**config.mk**
```make
export PLATFORM = sky130hd
export DESIGN_NAME = dual_arm_position_hold_flat
export DESIGN_NICKNAME = d
export VERILOG_FILES = /design/src/rtl/dah_pkg.sv /design/src/rtl/dah_if.sv /design/src/rtl/dual_arm_position_hold.sv /design/src/rtl/dah_cfg.sv /design/src/rtl/dah_step.sv /design/src/flat_wrapper.sv
export SDC_FILE = /design/constraint.sdc
export NUM_CORES = 1
export LEC_CHECK = 0
export BUFFER_PORTS_ARGS = -buffer_cell sky130_fd_sc_hd__buf_2
export CORE_UTILIZATION = 50
export CTS_BUF_LIST = sky130_fd_sc_hd__clkbuf_8
export CTS_CLUSTER_DIAMETER = 120
export DETAILED_ROUTE_END_ITERATION = 8
export GPL_ROUTABILITY_DRIVEN = 0
export GPL_TIMING_DRIVEN = 0
export PLACE_DENSITY_LB_ADDON = 0.15
export RECOVER_POWER = 25
export SKIP_CTS_REPAIR_TIMING = 1
export SLEW_MARGIN = 10
export SYNTH_ARGS = -nofsm -noshare
export SYNTH_HDL_FRONTEND = slang
export SYNTH_HIERARCHICAL = 1
export SYNTH_SLANG_ARGS = --single-unit
```
**constraint.sdc**
```tcl
create_clock -name clk -period 13.1 [get_ports clk]
set_clock_uncertainty 0.2 [all_clocks]
set_input_delay 1.31 -clock clk [delete_from_list [all_inputs] [get_ports clk]]
set_output_delay 1.31 -clock clk [all_outputs]
set_load 0.01 [all_outputs]
```
**src/rtl/dah_pkg.sv**
```systemverilog
// Shared types, register indexes and reset values of the dual arm position hold block.
// Used by the interfaces, the top level, dah_cfg and dah_step; depends on nothing.
`default_nettype none

package dah_pkg;

  localparam int unsigned POT_W   = 12;
  localparam int unsigned CFG_W   = 12;
  localparam int unsigned IDX_W   = 3;
  localparam int unsigned POS_W   = 13;

  typedef enum logic [IDX_W-1:0] {
    REG_MAX_POS       = 3'd0,
    REG_MIN_POS       = 3'd1,
    REG_SLOW_RANGE    = 3'd2,
    REG_CMD_THRESHOLD = 3'd3,
    REG_SPEED_STEP    = 3'd4,
    REG_UPDATE_PERIOD = 3'd5,
    REG_DEAD_BAND     = 3'd6
  } reg_idx_t;

  localparam logic [11:0] MAX_POS_RST       = 12'd3000;
  localparam logic [11:0] MIN_POS_RST       = 12'd1280;
  localparam logic [9:0]  SLOW_RANGE_RST    = 10'd10;
  localparam logic [6:0]  CMD_THRESHOLD_RST = 7'd90;
  localparam logic [6:0]  SPEED_STEP_RST    = 7'd20;
  localparam logic [7:0]  UPDATE_PERIOD_RST = 8'd50;
  localparam logic [9:0]  DEAD_BAND_RST     = 10'd10;

  typedef struct packed {
    logic [11:0] max_pos;
    logic [11:0] min_pos;
    logic [9:0]  slow_range;
    logic [6:0]  cmd_threshold;
    logic [6:0]  speed_step;
    logic [7:0]  update_period;
    logic [9:0]  dead_band;
  } cfg_t;

  typedef struct packed {
    logic signed [7:0]       drv_l;
    logic signed [7:0]       drv_r;
    logic [POS_W-1:0]        target;
    logic signed [POS_W-1:0] prev_l;
    logic signed [POS_W-1:0] prev_r;
    logic                    moving;
    logic                    holding;
    logic [7:0]              timer;
  } state_t;

endpackage

`default_nettype wire

```
**src/rtl/dah_if.sv**
```systemverilog
// Valid/ready channel interfaces for the input words and the result words.
// Depends on dah_pkg for the field widths.
`default_nettype none

interface dah_in_if;
  logic                        valid;
  logic                        ready;
  logic signed [7:0]           lift_cmd;
  logic [dah_pkg::POT_W-1:0]   pot_left;
  logic [dah_pkg::POT_W-1:0]   pot_right;
  logic                        ms_tick;

  modport source (output valid, output lift_cmd, output pot_left, output pot_right,
                  output ms_tick, input ready);
  modport sink   (input valid, input lift_cmd, input pot_left, input pot_right,
                  input ms_tick, output ready);
endinterface

interface dah_out_if;
  logic              valid;
  logic              ready;
  logic signed [7:0] drive_left;
  logic signed [7:0] drive_right;

  modport source (output valid, output drive_left, output drive_right, input ready);
  modport sink   (input valid, input drive_left, input drive_right, output ready);
endinterface

`default_nettype wire

```
**src/rtl/dual_arm_position_hold.sv**
```systemverilog
// Top level of the dual arm position hold block: input register, state and result register.
// Depends on dah_pkg, dah_if (dah_in_if, dah_out_if), dah_cfg and dah_step.
//
// Usage:
//   in_ch carries one word per sample: lift_cmd, pot_left, pot_right and ms_tick.
//   out_ch returns exactly one word per input word: drive_left and drive_right,
//   the arm drive values after that sample has been applied.
//   Both channels use valid/ready; a word moves when valid and ready are high.
//   A word is first captured in the input register; from there it updates the
//   controller state and loads the result register.
//   Throughput is one word per cycle while out_ch.ready stays high, set by the
//   single result register stage that computes the whole update from the input
//   register and the state. When the receiver holds out_ch.ready low, the
//   result word holds and an empty input register takes one more word; then in_ch.ready drops.
//   Reset (rst_n low, synchronous) empties both registers, clears the drives,
//   target, errors, flags and timer, and loads the default configuration.
//   cfg_we writes cfg_wdata into the register at cfg_index on the clock edge;
//   write only while the block holds no words.
`default_nettype none

module dual_arm_position_hold (
  input  wire logic                        clk,
  input  wire logic                        rst_n,
  dah_in_if.sink                           in_ch,
  dah_out_if.source                        out_ch,
  input  wire logic                        cfg_we,
  input  wire logic [dah_pkg::IDX_W-1:0]   cfg_index,
  input  wire logic [dah_pkg::CFG_W-1:0]   cfg_wdata
);

  dah_pkg::cfg_t   cfg;
  dah_pkg::state_t st_r;
  dah_pkg::state_t st_nxt;

  logic                       in_v_r;
  logic signed [7:0]          cmd_r;
  logic [dah_pkg::POT_W-1:0]  pot_l_r;
  logic [dah_pkg::POT_W-1:0]  pot_r_r;
  logic                       tick_r;
  logic                       out_v_r;
  logic signed [7:0]          drv_l_r;
  logic signed [7:0]          drv_r_r;
  logic                       adv;
  logic                       in_rdy;

  dah_cfg u_cfg (
    .clk       (clk),
    .rst_n     (rst_n),
    .cfg_we    (cfg_we),
    .cfg_index (cfg_index),
    .cfg_wdata (cfg_wdata),
    .cfg       (cfg)
  );

  dah_step u_step (
    .cfg       (cfg),
    .st        (st_r),
    .lift_cmd  (cmd_r),
    .pot_left  (pot_l_r),
    .pot_right (pot_r_r),
    .ms_tick   (tick_r),
    .st_nxt    (st_nxt)
  );

  // The result register can load when it is empty or being drained.
  assign adv    = !out_v_r || out_ch.ready;
  assign in_rdy = !in_v_r || adv;

  always_ff @(posedge clk) begin
    if (!rst_n) begin
      in_v_r  <= 1'b0;
      out_v_r <= 1'b0;
      st_r    <= '0;
    end else begin
      if (in_rdy) in_v_r <= in_ch.valid;
      if (adv) out_v_r <= in_v_r;
      if (adv && in_v_r) st_r <= st_nxt;
    end
  end

  always_ff @(posedge clk) begin
    if (in_rdy && in_ch.valid) begin
      cmd_r   <= in_ch.lift_cmd;
      pot_l_r <= in_ch.pot_left;
      pot_r_r <= in_ch.pot_right;
      tick_r  <= in_ch.ms_tick;
    end
    if (adv && in_v_r) begin
      drv_l_r <= st_nxt.drv_l;
      drv_r_r <= st_nxt.drv_r;
    end
  end

  assign in_ch.ready        = in_rdy;
  assign out_ch.valid       = out_v_r;
  assign out_ch.drive_left  = drv_l_r;
  assign out_ch.drive_right = drv_r_r;

endmodule

`default_nettype wire

```
**src/rtl/dah_cfg.sv**
```systemverilog
// Configuration register file of the dual arm position hold block.
// Depends on dah_pkg for the register indexes, reset values and cfg_t.
`default_nettype none

module dah_cfg (
  input  wire logic                        clk,
  input  wire logic                        rst_n,
  input  wire logic                        cfg_we,
  input  wire logic [dah_pkg::IDX_W-1:0]   cfg_index,
  input  wire logic [dah_pkg::CFG_W-1:0]   cfg_wdata,
  output dah_pkg::cfg_t                    cfg
);

  dah_pkg::cfg_t cfg_r;
  dah_pkg::cfg_t cfg_nxt;

  always_comb begin
    cfg_nxt = cfg_r;
    if (cfg_we) begin
      case (dah_pkg::reg_idx_t'(cfg_index))
        dah_pkg::REG_MAX_POS:       cfg_nxt.max_pos       = cfg_wdata;
        dah_pkg::REG_MIN_POS:       cfg_nxt.min_pos       = cfg_wdata;
        dah_pkg::REG_SLOW_RANGE:    cfg_nxt.slow_range    = cfg_wdata[9:0];
        dah_pkg::REG_CMD_THRESHOLD: cfg_nxt.cmd_threshold = cfg_wdata[6:0];
        dah_pkg::REG_SPEED_STEP:    cfg_nxt.speed_step    = cfg_wdata[6:0];
        dah_pkg::REG_UPDATE_PERIOD: cfg_nxt.update_period = cfg_wdata[7:0];
        dah_pkg::REG_DEAD_BAND:     cfg_nxt.dead_band     = cfg_wdata[9:0];
        default: cfg_nxt = cfg_r;
      endcase
    end
  end

  always_ff @(posedge clk) begin
    if (!rst_n) begin
      cfg_r.max_pos       <= dah_pkg::MAX_POS_RST;
      cfg_r.min_pos       <= dah_pkg::MIN_POS_RST;
      cfg_r.slow_range    <= dah_pkg::SLOW_RANGE_RST;
      cfg_r.cmd_threshold <= dah_pkg::CMD_THRESHOLD_RST;
      cfg_r.speed_step    <= dah_pkg::SPEED_STEP_RST;
      cfg_r.update_period <= dah_pkg::UPDATE_PERIOD_RST;
      cfg_r.dead_band     <= dah_pkg::DEAD_BAND_RST;
    end else begin
      cfg_r <= cfg_nxt;
    end
  end

  assign cfg = cfg_r;

endmodule

`default_nettype wire

```
**src/rtl/dah_step.sv**
```systemverilog
// Next-state logic for one word: move drives, release clamp and hold correction.
// Depends on dah_pkg for cfg_t and state_t.
`default_nettype none

module dah_step (
  input  wire dah_pkg::cfg_t               cfg,
  input  wire dah_pkg::state_t             st,
  input  wire logic signed [7:0]           lift_cmd,
  input  wire logic [dah_pkg::POT_W-1:0]   pot_left,
  input  wire logic [dah_pkg::POT_W-1:0]   pot_right,
  input  wire logic                        ms_tick,
  output dah_pkg::state_t                  st_nxt
);

  function automatic logic signed [7:0] sat_drive(input logic signed [8:0] v);
    logic signed [7:0] r;
    if (v > 9'sd127)       r = 8'sd127;
    else if (v < -9'sd127) r = -8'sd127;
    else                   r = v[7:0];
    return r;
  endfunction

  function automatic logic signed [7:0] lower_drive(input logic [11:0] pot,
                                                    input logic [11:0] min_pos,
                                                    input logic [9:0] slow);
    logic signed [7:0] r;
    if (pot < min_pos)                              r = 8'sd0;
    else if ({1'b0, pot} < {1'b0, min_pos} + {3'b000, slow}) r = -8'sd63;
    else                                            r = -8'sd127;
    return r;
  endfunction

  function automatic logic signed [7:0] raise_drive(input logic [11:0] pot,
                                                    input logic [11:0] max_pos,
                                                    input logic [9:0] slow);
    logic signed [12:0] knee;
    logic signed [7:0]  r;
    knee = $signed({1'b0, max_pos}) - $signed({3'b000, slow});
    if (pot > max_pos)                  r = 8'sd10;
    else if ($signed({1'b0, pot}) > knee) r = 8'sd63;
    else                                r = 8'sd127;
    return r;
  endfunction

  function automatic logic signed [7:0] add_step(input logic signed [7:0] drv,
                                                 input logic [6:0] step);
    return sat_drive($signed({drv[7], drv}) + $signed({2'b00, step}));
  endfunction

  function automatic logic signed [7:0] sub_step(input logic signed [7:0] drv,
                                                 input logic [6:0] step);
    return sat_drive($signed({drv[7], drv}) - $signed({2'b00, step}));
  endfunction

  // Error is below the band: push up if it got worse, back off if it improved.
  function automatic logic signed [7:0] correct_low(input logic signed [12:0] err,
                                                    input logic signed [12:0] prev,
                                                    input logic [11:0] pot,
                                                    input logic signed [7:0] drv,
                                                    input dah_pkg::cfg_t c);
    logic signed [7:0] r;
    r = drv;
    if (err < prev) begin
      if (pot < c.max_pos) r = add_step(drv, c.speed_step);
    end else if (drv > 8'sd0) begin
      r = sub_step(drv, c.speed_step);
    end
    return r;
  endfunction

  function automatic logic signed [7:0] correct_high(input logic signed [12:0] err,
                                                     input logic signed [12:0] prev,
                                                     input logic [11:0] pot,
                                                     input logic signed [7:0] drv,
                                                     input dah_pkg::cfg_t c);
    logic signed [7:0] r;
    r = drv;
    if (err > prev) begin
      if (pot > c.min_pos) r = sub_step(drv, c.speed_step);
    end else if (drv > 8'sd0) begin
      r = add_step(drv, c.speed_step);
    end
    return r;
  endfunction

  // The millisecond timer stops at its top value.
  function automatic logic timer_inc_ok();
    return st.timer != 8'hFF;
  endfunction

  logic [7:0]                     timer_inc;
  logic signed [7:0]              thr_s;
  logic                           cmd_low;
  logic                           cmd_high;
  logic [12:0]                    pot_sum;
  logic [12:0]                    move_target;
  logic [12:0]                    clamp_target;
  logic signed [12:0]             err_l;
  logic signed [12:0]             err_r;
  logic signed [12:0]             rel_err_l;
  logic signed [12:0]             rel_err_r;
  logic signed [12:0]             db_s;

  always_comb begin
    timer_inc = (ms_tick && timer_inc_ok()) ? st.timer + 8'd1 : st.timer;
    thr_s     = $signed({1'b0, cfg.cmd_threshold});
    cmd_low   = lift_cmd <= -thr_s;
    cmd_high  = lift_cmd >= thr_s;
    pot_sum     = {1'b0, pot_left} + {1'b0, pot_right};
    move_target = {1'b0, pot_sum[12:1]} + 13'd100;

    if (st.target < {1'b0, cfg.min_pos})      clamp_target = {1'b0, cfg.min_pos};
    else if (st.target > {1'b0, cfg.max_pos}) clamp_target = {1'b0, cfg.max_pos};
    else                                      clamp_target = st.target;

    // Clamped targets are at most 4095, so those differences fit in 13 bits.
    rel_err_l = $signed({1'b0, pot_left})  - $signed(clamp_target);
    rel_err_r = $signed({1'b0, pot_right}) - $signed(clamp_target);
    err_l     = $signed({1'b0, pot_left})  - $signed(st.target);
    err_r     = $signed({1'b0, pot_right}) - $signed(st.target);
    db_s      = $signed({3'b000, cfg.dead_band});

    st_nxt       = st;
    st_nxt.timer = timer_inc;

    if (cmd_low || cmd_high) begin
      if (cmd_low) begin
        st_nxt.drv_l = lower_drive(pot_left, cfg.min_pos, cfg.slow_range);
        st_nxt.drv_r = lower_drive(pot_right, cfg.min_pos, cfg.slow_range);
      end else begin
        st_nxt.drv_l = raise_drive(pot_left, cfg.max_pos, cfg.slow_range);
        st_nxt.drv_r = raise_drive(pot_right, cfg.max_pos, cfg.slow_range);
      end
      st_nxt.target = move_target;
      st_nxt.moving = 1'b1;
    end else if (st.moving) begin
      st_nxt.moving  = 1'b0;
      st_nxt.target  = clamp_target;
      st_nxt.drv_l   = 8'sd0;
      st_nxt.drv_r   = 8'sd0;
      st_nxt.timer   = 8'd0;
      st_nxt.holding = 1'b1;
      st_nxt.prev_l  = rel_err_l;
      st_nxt.prev_r  = rel_err_r;
    end else if (st.holding && (timer_inc > cfg.update_period)) begin
      st_nxt.timer = 8'd0;
      if (err_l < -db_s) begin
        st_nxt.drv_l = correct_low(err_l, st.prev_l, pot_left, st.drv_l, cfg);
      end else if (err_r < -db_s) begin
        st_nxt.drv_r = correct_low(err_r, st.prev_r, pot_right, st.drv_r, cfg);
      end else if (err_l > db_s) begin
        st_nxt.drv_l = correct_high(err_l, st.prev_l, pot_left, st.drv_l, cfg);
      end else if (err_r > db_s) begin
        st_nxt.drv_r = correct_high(err_r, st.prev_r, pot_right, st.drv_r, cfg);
      end
      st_nxt.prev_l = err_l;
      st_nxt.prev_r = err_r;
    end
  end

endmodule

`default_nettype wire

```
**src/flat_wrapper.sv**
```systemverilog
// flat-port wrapper written by rule: the top's interface ports become plain ports
module dual_arm_position_hold_flat 
  (clk, rst_n, cfg_we, cfg_index, cfg_wdata, in_ch_valid, in_ch_lift_cmd, in_ch_pot_left, in_ch_pot_right, in_ch_ms_tick, in_ch_ready, out_ch_valid, out_ch_drive_left, out_ch_drive_right, out_ch_ready);
  dah_in_if in_ch_i ();
  dah_out_if out_ch_i ();
  input  wire logic clk;
  input  wire logic rst_n;
  input  wire logic cfg_we;
  input  wire logic [dah_pkg::IDX_W-1:0] cfg_index;
  input  wire logic [dah_pkg::CFG_W-1:0] cfg_wdata;
  input wire logic [$bits(in_ch_i.valid)-1:0] in_ch_valid;
  input wire logic [$bits(in_ch_i.lift_cmd)-1:0] in_ch_lift_cmd;
  input wire logic [$bits(in_ch_i.pot_left)-1:0] in_ch_pot_left;
  input wire logic [$bits(in_ch_i.pot_right)-1:0] in_ch_pot_right;
  input wire logic [$bits(in_ch_i.ms_tick)-1:0] in_ch_ms_tick;
  output wire logic [$bits(in_ch_i.ready)-1:0] in_ch_ready;
  output wire logic [$bits(out_ch_i.valid)-1:0] out_ch_valid;
  output wire logic [$bits(out_ch_i.drive_left)-1:0] out_ch_drive_left;
  output wire logic [$bits(out_ch_i.drive_right)-1:0] out_ch_drive_right;
  input wire logic [$bits(out_ch_i.ready)-1:0] out_ch_ready;
  assign in_ch_i.valid = in_ch_valid;
  assign in_ch_i.lift_cmd = in_ch_lift_cmd;
  assign in_ch_i.pot_left = in_ch_pot_left;
  assign in_ch_i.pot_right = in_ch_pot_right;
  assign in_ch_i.ms_tick = in_ch_ms_tick;
  assign in_ch_ready = in_ch_i.ready;
  assign out_ch_valid = out_ch_i.valid;
  assign out_ch_drive_left = out_ch_i.drive_left;
  assign out_ch_drive_right = out_ch_i.drive_right;
  assign out_ch_i.ready = out_ch_ready;
  dual_arm_position_hold u_core (.clk(clk), .rst_n(rst_n), .in_ch(in_ch_i), .out_ch(out_ch_i), .cfg_we(cfg_we), .cfg_index(cfg_index), .cfg_wdata(cfg_wdata));
endmodule
```
==> metrics.md <==
| Metric | Value |
|---|---|
| Flops & latches, synth | 182 |
| GR Overflow Total | 0 |
| Sequential area share after synthesis | 20.6% |
| Vias in the first global route | 18749 |
| Syn Area/Cell | 8.09 sq um |
| CP max-delay cell | edfxtp_1 |
| Core region area | 39100 sq um |
| Nets@finish | 2946 |
| Crit path DAT | 6.93 ns |
| Vias | 19795 |
| Post-route antenna net violation count | 0 |
| Largest net degree at the start of global routing | 34 |
| Fmax | 151 MHz |
| Post-synth net total | 2860 |
| Post-synth EDFFs | 49 |
| Fin crit share | 50.6% |
| CP Max Fanout | 10 |
| DP Wirelength | 54200 um |
| Initial cell density of the core | 51.3% |
| Main synth FF type | dfxtp_1 |
| Drt pass-1 iters | 6 |
| Layout cells sized above 1 | 6.17% |
| DIE HEIGHT | 202 um |
| Ports | 71 |
| Post-Syn Area | 20100 sq um |
| Overall routed net length | 69000 um |
| Max Cap Viol | 1 |
| Clock Pin Slew Worst Setup and Hold Paths | 0.12 ns |
| CP Launch Point | u_core/pot_l_r[9]$_DFFE_PP_ |
| Area growth, synth to finish | 7.19% |
| Cell family with most CP delay | compound AO/OA/AOI/OAI gates |
| Reg2Reg Launch Point | u_core/pot_l_r[9]$_DFFE_PP_ |
| Clock Tree Buf Depth | 2 |
| Startpoint Class | flip-flop |
| Distinct cells, synth | 95 |
| Finished Cell Area | 21500 sq um |
| Final antenna diode count | 0 |
| Tmin final | 6.63 ns |
| DP Area | 21100 sq um |
| Clock Sink Count | 182 |
| Initial antenna violation count | 1 |
| First-pass GRT wire length | 106000 um |
| Ys async rst share | 0% |
| Worst-margin pin slew | 1.90 ns |
| Pwr/cell area | 85.1 nW/um^2 |
| TritonCTS clock tree | yes |
| DRT iter0 DRCs | 2030 |
| Worst Hold Class | flip-flop to flip-flop |
| Critical path capture point type | flip-flop |
| Synth warnings | 6 |
| TNS Setup | 0 ns |
| CTS Root Cell | clkbuf_8 |
| Die area | 40900 sq um |
| Max-slew violations | 26 |
| Drt wl/cell | 22.3 um |
| H-Tree Depth | 4 |
| WS Path Type | flip-flop to flip-flop |
| GRT Resource Usage Total | 33.7% |
| Post-route insts no fill | 3097 |
| Rows | 72 |
| Final Hold Fails | 0 |
| Leak pwr | 0.00915 uW |
| Critical Path Most Common Cell | o21a_1 |
| Normalized max-slew margin | -26.4% |
| Outcome | finished, violations left |
| Largest stage delay on the critical path | 0.85 ns |
| Crit-path cells | ha_1, a211oi_1, or4b_2, o2111ai_1, inv_1, ha_1, o21a_1, o221ai_1, a31o_2, clkbuf_1, nor4_2, o21a_1, o21a_1, nor2_1, o41ai_1, nand2_1, mux2i_1 |
| Failing checks | max-capacitance violations, max-slew violations |
| Max VDD drop | 0.0888 mV |
| Clock latency at the later pin of the worst-skew pair | 0.59 ns |
| Die W | 202 um |
| Vias/cell | 6.39 |
| Placed cells | 3065 |
| CTS buffer count | 17 |
| Worst hold start | u_core/u_cfg/cfg[17]$_SDFFE_PN0P_ |
| Critical Path RT | 13.40 ns |
| RSZ-0062 raised after global routing | no |
| # DRC | 0 |
| Mapped Cells | 2480 |
| Filler cell count | 3724 |
| R2R Setup Slk | 6.47 ns |
| IO Port Bufs | 65 |
| Worst path buffer plus inverter count | 2 |
| Setup violators final | 0 |
## path summary, 6_finish.rpt
check / endpoint / depth (start not counted)
worst min-delay path: u_core/u_cfg/cfg[17]$_SDFFE_PN0P_ / 2
worst min register to register: u_core/u_cfg/cfg[17]$_SDFFE_PN0P_ / 2
worst max register to register: u_core/st_r[57]$_SDFFE_PN0P_ / 17
worst max-delay path: u_core/st_r[57]$_SDFFE_PN0P_ / 17
## synthesized netlist by cell type (all sizes together), types with 53 or more instances
cell type | n | area [sq um]
a21oi | 141 | 706
inv | 186 | 698
clkbuf | 63 | 236
nor2 | 143 | 539
ha | 316 | 3950
nand2 | 291 | 1090
mux2i | 144 | 1440
xnor2 | 54 | 480
o21ai | 130 | 651
nor3 | 53 | 265
nor2b | 78 | 495
dfxtp | 133 | 2660
## state kept, by name, indices dropped and copies added (netlist names)
| signal | cells |
|---|---|
| u_core/cmd_r | 8 |
| u_core/in_v_r | 1 |
| u_core/out_ch.drive_left | 8 |
| u_core/out_ch.drive_right | 8 |
| u_core/out_ch.valid | 1 |
| u_core/pot_l_r | 12 |
| u_core/pot_r_r | 12 |
| u_core/st_r | 65 |
| u_core/tick_r | 1 |
| u_core/u_cfg/cfg | 66 |
## cell usage in the layout (no fill, tap or decap), types with 15 or more instances in the layout
master,count
o21a_1,44
nand2b_1,34
mux2i_1,144
dfxtp_1,133
nor3_1,53
nor2b_1,77
o31ai_1,21
a221oi_1,15
nand4_1,43
a211oi_1,25
a21oi_1,141
xnor2_1,53
clkbuf_8,17
a21boi_0,19
o211ai_1,34
edfxtp_1,49
ha_1,316
nand3_1,48
clkbuf_1,68
o21ai_0,126
o22ai_1,43
xor2_1,26
nor2_1,142
nand2_1,291
inv_1,186
buf_2,77
a21o_1,50
## report_power, final
group	internal, uW	leakage (uW)	switching, uW
clock network	158	0.000223	286
logic	283	0.00738	465
registers	599	0.00155	39.8
## final cells by class
cell class,count,area (sq um),share of cell area [%]
multi-input cells,2018,14800,68.7
flip-flops and latches,182,4130,19.2
inverters,188,706,3.28
well taps,518,648,3.02
plain buffers,92,457,2.12
repair buffers,67,338,1.57
clock buffers,17,234,1.09
clock inverters,15,220,1.02
## worst min-delay path: stages, from the launching register on
cell     delay (ns)
dfxtp_1        0.33
nand2_1        0.05
mux2i_1        0.06
## through the flow
| stage | utilization, % | setup WS, ns | hold slack [ns] | total power [uW] |
|---|---|---|---|---|
| after floorplan | - | 8.30 | 0.234 | 1150 |
| after global placement | 53.8 | 6.85 | 0.243 | 1350 |
| after detailed placement | 53.8 | 6.82 | 0.250 | 1370 |
| after CTS | 55.0 | 6.77 | 0.272 | 1820 |
| after global routing | 55.0 | 6.16 | 0.293 | 1930 |
| final | 55.0 | 6.47 | 0.271 | 1830 |
## routing by layer
layer	vias to the layer above	wire, um	track usage [%]
met3	232	6530	8.05
met4	0	3620	17.8
met1	9266	27800	41.7
met5	-	0	0
met2	1008	31000	53.9
li1	9289	-	-
## logic make-up after synthesis
logic type | after synthesis | synth area share [%]
compound gates | 667 | 22.3
xor+xnor | 80 | 3.53
fa+ha+maj | 327 | 20.8
buf+inv | 280 | 5.87
flops | 182 | 20.6
mux | 147 | 7.36
simple gates | 797 | 19.5
No activity file was read; power rests on OpenSTA's default activity.
